`src/rtl/hce_pkg.sv`:
```
// Shared types, constants and helper function of the histogram counter engine.
package hce_pkg;

   localparam int NUM_BINS   = 1024;
   localparam int COUNT_BITS = 32;
   localparam int BIN_BITS   = $clog2(NUM_BINS);

   typedef enum logic [1:0] {
      OP_ADD   = 2'd0,
      OP_READ  = 2'd1,
      OP_CLEAR = 2'd2
   } op_type;

   typedef enum logic [1:0] {
      ST_CLEAR,
      ST_IDLE,
      ST_LOOKUP,
      ST_DONE
   } state_type;

   typedef struct packed {
      logic                  any;
      logic [BIN_BITS-1:0]   lo;
      logic [BIN_BITS-1:0]   hi;
      logic [BIN_BITS-1:0]   mode;
      logic [COUNT_BITS-1:0] best;
   } stats_type;

   // clamp a bin count to the 32-bit result field
   function automatic logic [31:0] sat32(input logic [COUNT_BITS-1:0] v);
      logic [63:0] w;
      begin
         w = 64'(v);
         sat32 = (w > 64'h0000_0000_FFFF_FFFF) ? 32'hFFFF_FFFF : w[31:0];
      end
   endfunction

endpackage

```
`src/rtl/hce_stats.sv`:
```
// Running statistics: lowest, highest and mode bin with its count.
module hce_stats (
   input  logic                           clock,
   input  logic                           reset,
   input  logic                           clr,
   input  logic                           upd,
   input  logic [hce_pkg::BIN_BITS-1:0]   bin,
   input  logic [hce_pkg::COUNT_BITS-1:0] count,
   output hce_pkg::stats_type             cur,
   output hce_pkg::stats_type             nxt
);
   import hce_pkg::*;

   stats_type stats_ff;
   stats_type stats_in;

   always_comb begin
      stats_in = stats_ff;
      if (clr) begin
         stats_in = '0;
      end else if (upd) begin
         if (!stats_ff.any) begin
            stats_in.lo = bin;
            stats_in.hi = bin;
         end else begin
            if (bin < stats_ff.lo) stats_in.lo = bin;
            if (bin > stats_ff.hi) stats_in.hi = bin;
         end
         // ties go to the smaller bin
         if (!stats_ff.any || count > stats_ff.best ||
             (count == stats_ff.best && bin < stats_ff.mode)) begin
            stats_in.best = count;
            stats_in.mode = bin;
         end
         stats_in.any = 1'b1;
      end
   end

   always_ff @(posedge clock) begin
      if (reset) begin
         stats_ff <= '0;
      end else begin
         stats_ff <= stats_in;
      end
   end

   assign cur = stats_ff;
   assign nxt = stats_in;

endmodule

```
`config.mk`:
```
export PLATFORM = sky130hd
export DESIGN_NAME = hce_stats
export DESIGN_NICKNAME = d
export VERILOG_FILES = /design/src/rtl/hce_pkg.sv /design/src/rtl/hce_stats.sv
export SDC_FILE = /design/constraint.sdc
export NUM_CORES = 1
export LEC_CHECK = 0
export ABC_CLOCK_PERIOD_IN_PS = 3800
export BUFFER_PORTS_ARGS = -buffer_cell sky130_fd_sc_hd__buf_2
export CAP_MARGIN = 20
export CORE_MARGIN = 5
export CORE_UTILIZATION = 52
export DETAILED_ROUTE_END_ITERATION = 7
export PLACE_DENSITY_LB_ADDON = 0.25
export SYNTH_ARGS = -nofsm -noshare
export SYNTH_HDL_FRONTEND = slang
export SYNTH_SLANG_ARGS = --single-unit
```
`constraint.sdc`:
```
create_clock -name clock -period 3.8 [get_ports clock]
set_clock_uncertainty 0.2 [all_clocks]
set_input_delay 0.38 -clock clock [delete_from_list [all_inputs] [get_ports clock]]
set_output_delay 0.38 -clock clock [all_outputs]
set_load 0.03 [all_outputs]
```
# After elaboration in Yosys (flattened, before gate mapping)
# Cells that the tools add are included.
# classes
add_sub_neg	0
mul	0
div	0
magnitude_cmp	4
n_eq_ne	1
n_shift	0
mux	6
bitwise	0
reduce_logical	4
# op_table
operator	n
$mux W63	2
$mux W42	1
$eq A32 B32 Y1	1
$gt A32 B32 Y1	1
$lt A10 B10 Y1	2
$mux W10	2
$mux W20	1
$gt A10 B10 Y1	1
$logic_or A1 B1 Y1	2
$logic_and A1 B1 Y1	1
$logic_not A1 Y1	1
# word_totals
reg_bits	63
latch_bits	0
ramBits	0
mem_bits_ro	0
input_bits	46
out_inout_bits	126
wordCells	20
mem_count	0

# Longest topological paths before layout
# Gate-level depths: netlist of run 1.
# depth
ltp_word	6
ltp_mapped	11
depth_no_buf	9

# Worst setup path before layout of run 1
# OpenSTA, ideal clock, no wires.
# synth_timing
path_type	register to output
from	reg stats_ff (netlist bit cur[31])
to	out nxt[0] in the netlist's numbering
t_arrival_ns	2.989
t_required_ns	3.220
path_slack_ns	0.231
stages_incl_launch_ff	12
path_buffers	2
path_cell_list	dfxtp_1 inv_1 ha_1 nand4_1 or2_1 nor4_2 nand2_1 o311a_2 a211oi_4 buf_6 buf_12 mux2i_1
# synth_rtl
item	line_no	source
start: declaration	hce_stats.sv:14	stats_type stats_ff;
start signal: assignment	hce_stats.sv:43	stats_ff <= stats_in;
end: declaration	hce_stats.sv:10	output hce_pkg::stats_type nxt

==> impl_metrics.json, run 1 <==
{
  "status": "completed",
  "num_io_pins": 172,
  "grt_pass1_vias": 4735,
  "die_area_mm2": 0.0119,
  "whs_path_depth": 2,
  "hold_start": "reset",
  "worst_pin_slew_ns": 0.717,
  "post-route-worst-setup-slack_ns": 0.192,
  "peakVddDrop_v": 0.000150,
  "dieWidth_um": 109,
  "synth_top_area_cell": "dfxtp_1",
  "grt_util_all_layers_pct": 22.3,
  "die_y_um": 109,
  "via_per_inst": 5.12,
  "finalHoldViolations": 0,
  "antenna_found_initial": 0,
  "dpl_worst_slack_ns": 0.0933,
  "clk_pin_slew_ns": 0.07,
  "drt_pass1_iterations": 4,
  "worstPathCellList": "inv_1, ha_1, nand4_1, or2_4, nor4_4, nand2_2, o311a_2, a211oi_4, buf_4, buf_12, mux2i_2, buf_4",
  "r2r_slack_ns": 0.88,
  "syn_area_mm2": 0.00511,
  "synth_nets": 735,
  "power_density_mw_per_mm2": 314,
  "critPathKind": "register to primary output",
  "grt_pass1_wl_um": 21600,
  "drt_iter0_markers": 181,
  "nFillCells": 838,
  "cts_sinks": 63,
  "crit_path_max_incr_delay_ns": 0.36,
  "synth_edf_count": 0,
  "clock_path_buffers": 2,
  "cpMostUsedCell": "buf_4",
  "port_buffers": 171,
  "synthCells": 629,
  "grt_setup_unrepaired": "yes",
  "reg2reg_from": "cur[29]",
  "grt_start_max_net_pins": 69,
  "syn_avg_cell_area_um2": 8.12,
  "setup_tns_ns": 0,
  "fin_crit_ns": 3.61,
  "hpwl_um": 9940,
  "vias": 4737,
  "largest_reg_flops": 63,
  "multi_input_area_mm2": 0.00343,
  "start_util_pct": 52.7,
  "timing.final.max_slew_violations": 0,
  "slowest_stage": "dfxtp_2",
  "hold_ws_ns": 0.0830,
  "r2r-end": "cur[28]",
  "cts_made_buffers": 9,
  "synth_most_common_cell": "mux2i_1",
  "ant_nets": 0,
  "critical_path.top_delay_family": "simple AND/OR/NAND/NOR gates",
  "cts_root_buf": "clkbuf_8",
  "worst-path-buf-inv": 4,
  "overflow": 0,
  "hold_class": "input pin to register",
  "finalSetupViolCount": 0,
  "regArea_mm2": 0.00127,
  "synth.area.top_cells": "dfxtp_1 25%, mux2i_1 20%, ha_1 15%, nand2b_1 11%, nand2_1 6.9%",
  "yosysWarnings": 0,
  "reg2reg_depth": 12,
  "insertion_delay_ns": 0.34,
  "slew_headroom_pct": 52.1,
  "h-tree-depth": 3,
  "path_max_fanout": 20,
  "cp.required_ns": 3.22,
  "max_freq_mhz": 277,
  "n_antenna_cell": 0,
  "maxCapViolCount": 0,
  "layout.nets": 894,
  "holdPathEnd": "cur[62]",
  "rows": 36,
  "fin_crit_sh_pct": 94.9,
  "wl_per_cell_um": 14.1,
  "worstSetupEndpointType": "primary output",
  "wl_um": 13100,
  "cellLeakagePower_nw": 3.06,
  "yosys.area.top_type_share_pct": 24.7,
  "synth-main-ff-cell": "dfxtp_1",
  "critPathLaunchType": "register",
  "place_congestion": 0.792,
  "synth_seq_cells": 63,
  "cts_tree": "yes",
  "synth_seq_area_share_pct": 24.7,
  "cp.arrival_ns": 3.03,
  "core_area_mm2": 0.00968,
  "syn2layout_area_growth_pct": 23.6,
  "drc": 0,
  "async_flop_share_pct": 0,
  "layout-drive-gt1-share_pct": 27.6,
  "ys_top_cells_by_count": "104 x mux2i_1, 94 x nand2_1, 86 x nand2b_1",
  "yosysUniqueCellTypes": 38
}
==> worst max path at each step <==
stage,start,cells after the start,slack [ns],endpoint
floorplan,cur[31],11,0.23,nxt[0]
global placement,count[29],11,0.14,nxt[31]
detailed placement,count[30],11,0.09,nxt[31]
CTS,cur[29],12,0.003,nxt[31]
global route,cur[30],12,-0.04,nxt[6]
finish,cur[29],12,0.19,nxt[31]
==> worst reg2reg max path: stages, from the launching register on <==
cell,delay (ns)
dfxtp_2,0.36
inv_1,0.05
ha_1,0.29
nand4_1,0.12
or2_4,0.29
nor4_4,0.29
nand2_2,0.11
o311a_2,0.17
a211oi_4,0.18
buf_4,0.19
buf_6,0.20
buf_4,0.22
mux2i_1,0.20
==> cells by family after synthesis <==
logic type | synth area share (%)
and+or+nand+nor | 24.3
muxes | 20.4
buffers and inverters | 9.46
DFF | 24.7
adders and majority gates | 14.7
AOI/OAI and AO/OA | 6.49
==> area by class of cell <==
cell class | instances | area share, %
Multi-Input combinational cell | 468 | 54.4
Timing Repair Buffer | 182 | 15.7
Sequential cell | 63 | 20.2
Tap cell | 133 | 2.64
Clock inverter | 3 | 0.635
Clock buffer | 13 | 2.68
Inverter | 64 | 3.81
==> per-stage QoR <==
| step | cell area (um2) | util, % | power [mW] | instances |
|---|---|---|---|---|
| after floorplan | 5110 | - | 1.20 | 629 |
| after global placement | 5990 | 61.8 | 1.34 | 908 |
| after detailed placement | 5990 | 61.8 | 1.36 | 908 |
| after CTS | 6270 | 64.7 | 2.00 | 927 |
| after global routing | 6310 | 65.2 | 2.09 | 926 |
| final | 6310 | 65.2 | 1.98 | 926 |
==> per-layer routing <==
metal  vias up  wire (um)  global-route usage, %
met2       131       6480                   41.5
li1       2392          -                      -
met1      2200       5640                   26.5
met5         -          0                      0
met4         0        159                   6.13
met3        14        781                   3.37
==> placed cells by master, fill, tap and decap left out, types with 2 or more instances in the layout <==
| cell | count |
|---|---|
| ha_1 | 60 |
| inv_1 | 64 |
| a21oi_1 | 22 |
| clkbuf_8 | 12 |
| nand2_1 | 93 |
| clkinv_2 | 2 |
| buf_2 | 162 |
| o21ai_0 | 10 |
| buf_4 | 16 |
| nor2b_1 | 5 |
| buf_12 | 2 |
| mux2i_1 | 103 |
| nor3_1 | 2 |
| nand2b_1 | 86 |
| nand4_1 | 7 |
| dfxtp_2 | 9 |
| nand3_1 | 6 |
| dfxtp_1 | 54 |
| nor2_1 | 44 |
| a21o_1 | 6 |
| and4_1 | 2 |
| nor4_4 | 2 |
==> power by group <==
part	switching (mW)	internal (mW)
Clock	0.261	0.355
Sequential	0.0283	0.690
Combinational	0.405	0.243
Total	0.694	1.29
==> what timing repair did <==
| item | in CTS | in global routing |
|---|---|---|
| resized for setup | 7 | 28 |
| endpoints found under the hold margin | 0 | 0 |
| hold buffers | 0 | 0 |
| setup endpoints to repair | 42 | 42 |
| setup buffers | 2 | 0 |
| pin swaps | 1 | 5 |
| cloned | 1 | 0 |
Power figures use the tool's default switching activity.
==> run 2: changes to the inputs <==
--- a/config.mk
+++ b/config.mk
@@ -8,7 +8,6 @@
 export ABC_CLOCK_PERIOD_IN_PS = 3800
 export BUFFER_PORTS_ARGS = -buffer_cell sky130_fd_sc_hd__buf_2
 export CAP_MARGIN = 20
-export CORE_MARGIN = 5
 export CORE_UTILIZATION = 52
 export DETAILED_ROUTE_END_ITERATION = 7
 export PLACE_DENSITY_LB_ADDON = 0.25
==> run 2 against run 1 <==
Die area decreased by 14%. Clock power decreased by 15%. Final area about the same. Combinational power increased by 3%. Flip-flop and latch count unchanged. Fmax decreased by 1.3%. Via count increased by 1.2%. Utilization increased by 2.2 points. Total power decreased by 3.8%. Critical path depth unchanged. Critical endpoint is now nxt[23]. Largest cell class unchanged.
==> impl_metrics.json, run 2 (synthesized netlist as in run 1, its figures left out) <==
{
  "path_max_fanout": 11,
  "cellLeakagePower_nw": 3.06,
  "hpwl_um": 9230,
  "vias": 4796,
  "r2r-end": "cur[18]",
  "layout-drive-gt1-share_pct": 26.6,
  "cts_root_buf": "clkbuf_8",
  "post-route-worst-setup-slack_ns": 0.145,
  "grt_pass1_vias": 4526,
  "finalHoldViolations": 0,
  "cp.depth": 12,
  "insertion_delay_ns": 0.34,
  "power_density_mw_per_mm2": 302,
  "num_io_pins": 172,
  "rows": 35,
  "crit_path_end": "nxt[23]",
  "drt_pass1_iterations": 7,
  "drt_iter0_markers": 92,
  "fin_crit_sh_pct": 96.2,
  "max_freq_mhz": 274,
  "slew_headroom_pct": 55.9,
  "h-tree-depth": 3,
  "hold_class": "input pin to register",
  "cp.required_ns": 3.22,
  "final_common_cell": "buf_2",
  "peakVddDrop_v": 0.000209,
  "grt_start_max_net_pins": 96,
  "antenna_found_initial": 0,
  "reg2reg_from": "cur[29]",
  "critPathLaunchType": "register",
  "fin_util_pct": 67.3,
  "grt_setup_unrepaired": "no",
  "status": "completed",
  "maxCapViolCount": 0,
  "die_area_mm2": 0.0102,
  "startpoint": "cur[29]",
  "clock_path_buffers": 2,
  "fin_crit_ns": 3.66,
  "reg2reg_depth": 12,
  "finalSetupViolCount": 0,
  "die_y_um": 101,
  "dieWidth_um": 101,
  "drc": 0,
  "port_buffers": 171,
  "wl_per_cell_um": 13.6,
  "worst-path-buf-inv": 4,
  "worstSetupEndpointType": "primary output",
  "core_area_mm2": 0.00937,
  "worstPathCellList": "inv_1, ha_1, nand4_1, or2_1, nor4_4, nand2_1, o311a_2, a211oi_4, buf_6, clkbuf_16, mux2i_1, buf_2",
  "ant_nets": 0,
  "cts_sinks": 63,
  "layout_common_cells": "167 x buf_2, 104 x mux2i_1, 94 x nand2_1",
  "largest_reg_flops": 63,
  "overflow": 0,
  "clk_pin_slew_ns": 0.07,
  "critical_path.top_delay_family": "simple AND/OR/NAND/NOR gates",
  "via_per_inst": 5.18,
  "grt_util_all_layers_pct": 24.1,
  "cts_tree": "yes",
  "place_congestion": 0.822,
  "placedInstanceArea_mm2": 0.00598,
  "start_util_pct": 54.5,
  "worst_pin_slew_ns": 0.661,
  "dpl_worst_slack_ns": 0.135,
  "wl_um": 12600,
  "cp.arrival_ns": 3.08,
  "cts_made_buffers": 9,
  "setup_tns_ns": 0,
  "critPathKind": "register to primary output",
  "n_antenna_cell": 0,
  "slowest_stage": "dfxtp_1",
  "syn2layout_area_growth_pct": 23.6,
  "r2r_slack_ns": 0.83,
  "design_area_mm2": 0.00631,
  "timing.final.max_slew_violations": 0,
  "grt_pass1_wl_um": 19900,
  "layout.nets": 899,
  "crit_path_max_incr_delay_ns": 0.37
}
[run 2: worst min-delay path by stage]
stage / from / to / slack [ns] / depth (start not counted)
2_1_floorplan: reset / cur[62] / 0.26 / 1
3_3_place_gp: cur[19] / cur[19] / 0.27 / 2
3_5_place_dp: cur[32] / cur[32] / 0.29 / 2
4_1_cts: reset / cur[62] / 0.07 / 2
5_1_grt: reset / cur[62] / 0.08 / 2
6_report: reset / cur[62] / 0.09 / 2
[run 2: timing repair]
| item | 4_1_cts | 5_1_grt |
|---|---|---|
| hold buffers | 0 | 0 |
| setup buffers | 2 | 0 |
| pin swaps | 1 | 1 |
| endpoints found under the setup margin | 42 | 42 |
| cloned | 1 | 2 |
| gates resized for setup | 4 | 12 |
[run 2: layout make-up]
type | instances | area [um2]
Tap cell | 129 | 161
Multi-Input combinational cell | 468 | 3390
Timing Repair Buffer | 187 | 1080
Clock inverter | 5 | 35.0
Clock buffer | 10 | 138
Fill cell | 817 | 3060
Inverter | 64 | 240
Sequential cell | 63 | 1260
[run 2: worst register-to-register path, delay by kind of cell, from the launching register on]
kind / cells / cell delay [ns]
AND/OR/NAND/NOR: 4 / 0.84
buffers and inverters: 4 / 0.60
flip-flops: 1 / 0.37
AO/OA/AOI/OAI: 2 / 0.37
adder cells (fa/ha/maj): 1 / 0.30
multiplexers: 1 / 0.21
[run 2: metal layers]
layer	wire length (um)	global-route usage, %	up-vias	part of all wire, %
li1	-	-	2409	-
met1	5450	27.6	2238	43
met2	6360	44.8	131	51
met3	591	4.09	18	4.7
met4	166	8.25	0	1.3
met5	0	0	-	0
[run 2: where the power goes]
part	internal [mW]	switching [mW]	total [mW]
registers	0.689	0.0283	0.717
clock network	0.249	0.275	0.525
logic	0.259	0.407	0.666
[run 2: through the flow]
step                      power, mW  instances  hold WS (ns)
final                          1.91        926        0.0852
after global routing           2.01        926        0.0806
after CTS                      1.90        923        0.0688
after detailed placement       1.36        905         0.286
after global placement         1.34        905         0.271
after floorplan                1.20        629         0.257
==> run 3: changes to the inputs <==
--- a/config.mk
+++ b/config.mk
@@ -8,6 +8,7 @@
 export ABC_CLOCK_PERIOD_IN_PS = 3800
 export BUFFER_PORTS_ARGS = -buffer_cell sky130_fd_sc_hd__buf_2
 export CAP_MARGIN = 20
+export CORE_ASPECT_RATIO = 0.9
 export CORE_UTILIZATION = 52
 export DETAILED_ROUTE_END_ITERATION = 7
 export PLACE_DENSITY_LB_ADDON = 0.25
==> run 3 against run 2 <==
Die area about the same. Total power increased by 5.7%. Critical endpoint is now nxt[40]. Routed wire length is 1.2% higher. Critical path depth is 1 higher. Highest routed layer unchanged. Final cell count shrank 1.2%. Final area about the same.
==> impl_metrics.json, run 3 (synthesized netlist as in run 1, its figures left out) <==
{
  "status": "completed",
  "critPathKind": "register to primary output",
  "fin_util_pct": 67.6,
  "whs_path_depth": 2,
  "top_layer": "met4",
  "finalHoldViolations": 0,
  "path_max_fanout": 16,
  "power_density_mw_per_mm2": 320,
  "final_common_cell": "buf_2",
  "clock_path_buffers": 2,
  "peakVddDrop_v": 0.000212,
  "combPwrFrac_pct": 32.6,
  "design_area_mm2": 0.00631,
  "h-tree-depth": 3,
  "hold_ws_ns": 0.0732,
  "max_freq_mhz": 272,
  "wl_per_cell_um": 13.9,
  "setup_tns_ns": 0,
  "total_power_mw": 2.02,
  "switching_share_pct": 34.3,
  "layout-drive-gt1-share_pct": 26.5,
  "dieWidth_um": 106,
  "antenna_found_initial": 0,
  "die_y_um": 96.0,
  "grt_start_max_net_pins": 59,
  "drc": 0,
  "timing.final.max_slew_violations": 0,
  "hpwl_um": 9470,
  "cts_root_buf": "clkbuf_8",
  "p_int_mw": 1.33,
  "die_area_mm2": 0.0102,
  "dpl_worst_slack_ns": 0.210,
  "dr_wl_met3_um": 519,
  "via_per_inst": 5.18,
  "port_buffers": 171,
  "layout.nets": 895,
  "place_congestion": 0.788,
  "grt_pass1_wl_um": 20000,
  "critPathLaunchType": "register",
  "grt_util_all_layers_pct": 24.5,
  "wl_met1_um": 5700,
  "drt_iter0_markers": 175,
  "layout_common_cells": "161 x buf_2, 102 x mux2i_1, 94 x nand2_1",
  "rows": 33,
  "maxCapViolCount": 0,
  "cellLeakagePower_nw": 3.06,
  "dp_cells": 897,
  "worst_pin_slew_ns": 0.882,
  "fin_crit_sh_pct": 96.8,
  "hold_class": "input pin to register",
  "finalSetupViolCount": 0,
  "insertion_delay_ns": 0.33,
  "vias": 4736,
  "cp.arrival_ns": 3.10,
  "syn2layout_area_growth_pct": 23.6,
  "wl_um": 12700,
  "reg2reg_depth": 13,
  "final_cells": 915,
  "placedInstanceArea_mm2": 0.00597,
  "clk_pin_slew_ns": 0.07,
  "switchingPower_uw": 691,
  "clkPwrFrac_pct": 31.8,
  "core_area_mm2": 0.00933,
  "n_antenna_cell": 0,
  "grt_pass1_vias": 4407,
  "ant_nets": 0,
  "cts_sinks": 63,
  "wl_met2_um": 6340,
  "worstSetupEndpointType": "primary output",
  "fin_crit_ns": 3.68,
  "cp.required_ns": 3.22,
  "cts_tree": "yes",
  "drt_pass1_iterations": 4,
  "power_frac_seq_pct": 35.6,
  "cts_made_buffers": 9,
  "overflow": 0,
  "post-route-worst-setup-slack_ns": 0.122,
  "slew_headroom_pct": 41.1,
  "num_io_pins": 172,
  "start_util_pct": 54.7,
  "largest_reg_flops": 63
}
[run 3: final timing paths]
check,endpoint,slack [ns],from
worst max-delay path,nxt[40],0.12,cur[1]
worst min-delay path,cur[62],0.07,reset
worst max register to register,cur[16],0.70,cur[1]
worst min register to register,cur[30],0.29,cur[30]
[run 3: timing repair]
action                                  4_1_cts  5_1_grt
endpoints found under the setup margin       42       42
gates resized for setup                       4       28
pin swaps                                     1        2
endpoints found under the hold margin         0        0
hold buffers                                  0        0
cloned                                        1        0
buffers inserted                              1        1
[run 3: critical path, stage by stage (launching register included)]
cell       delay [ns]
dfxtp_2          0.36
inv_1            0.06
ha_1             0.28
nor2b_1          0.13
o211ai_1         0.15
a21oi_1          0.08
a2111oi_1        0.38
buf_4            0.17
o31ai_1          0.09
a211oi_4         0.27
buf_6            0.17
buf_12           0.17
mux2i_2          0.24
buf_4            0.19
[run 3: cell type report]
cell class                      count  area (um2)
Multi-Input combinational cell    468        3390
Sequential cell                    63        1270
Clock buffer                       11         141
Fill cell                         835        3020
Timing Repair Buffer              183        1040
Tap cell                          122         153
Clock inverter                      4        70.1
Inverter                           64         240
[run 3: power by group through the flow]
stage                     combinational [mW]  clock, mW  sequential [mW]
after floorplan                        0.420          0            0.782
after global routing                   0.717      0.677            0.721
final                                  0.658      0.641            0.718
after CTS                              0.648      0.658            0.717
after global placement                 0.611          0            0.730
after detailed placement               0.629          0            0.732
[run 3: per-layer routing]
layer	global-route usage [%]	up-vias
met5	0	-
li1	-	2391
met4	8.22	0
met2	44.8	113
met1	29.2	2218
met3	4.47	14
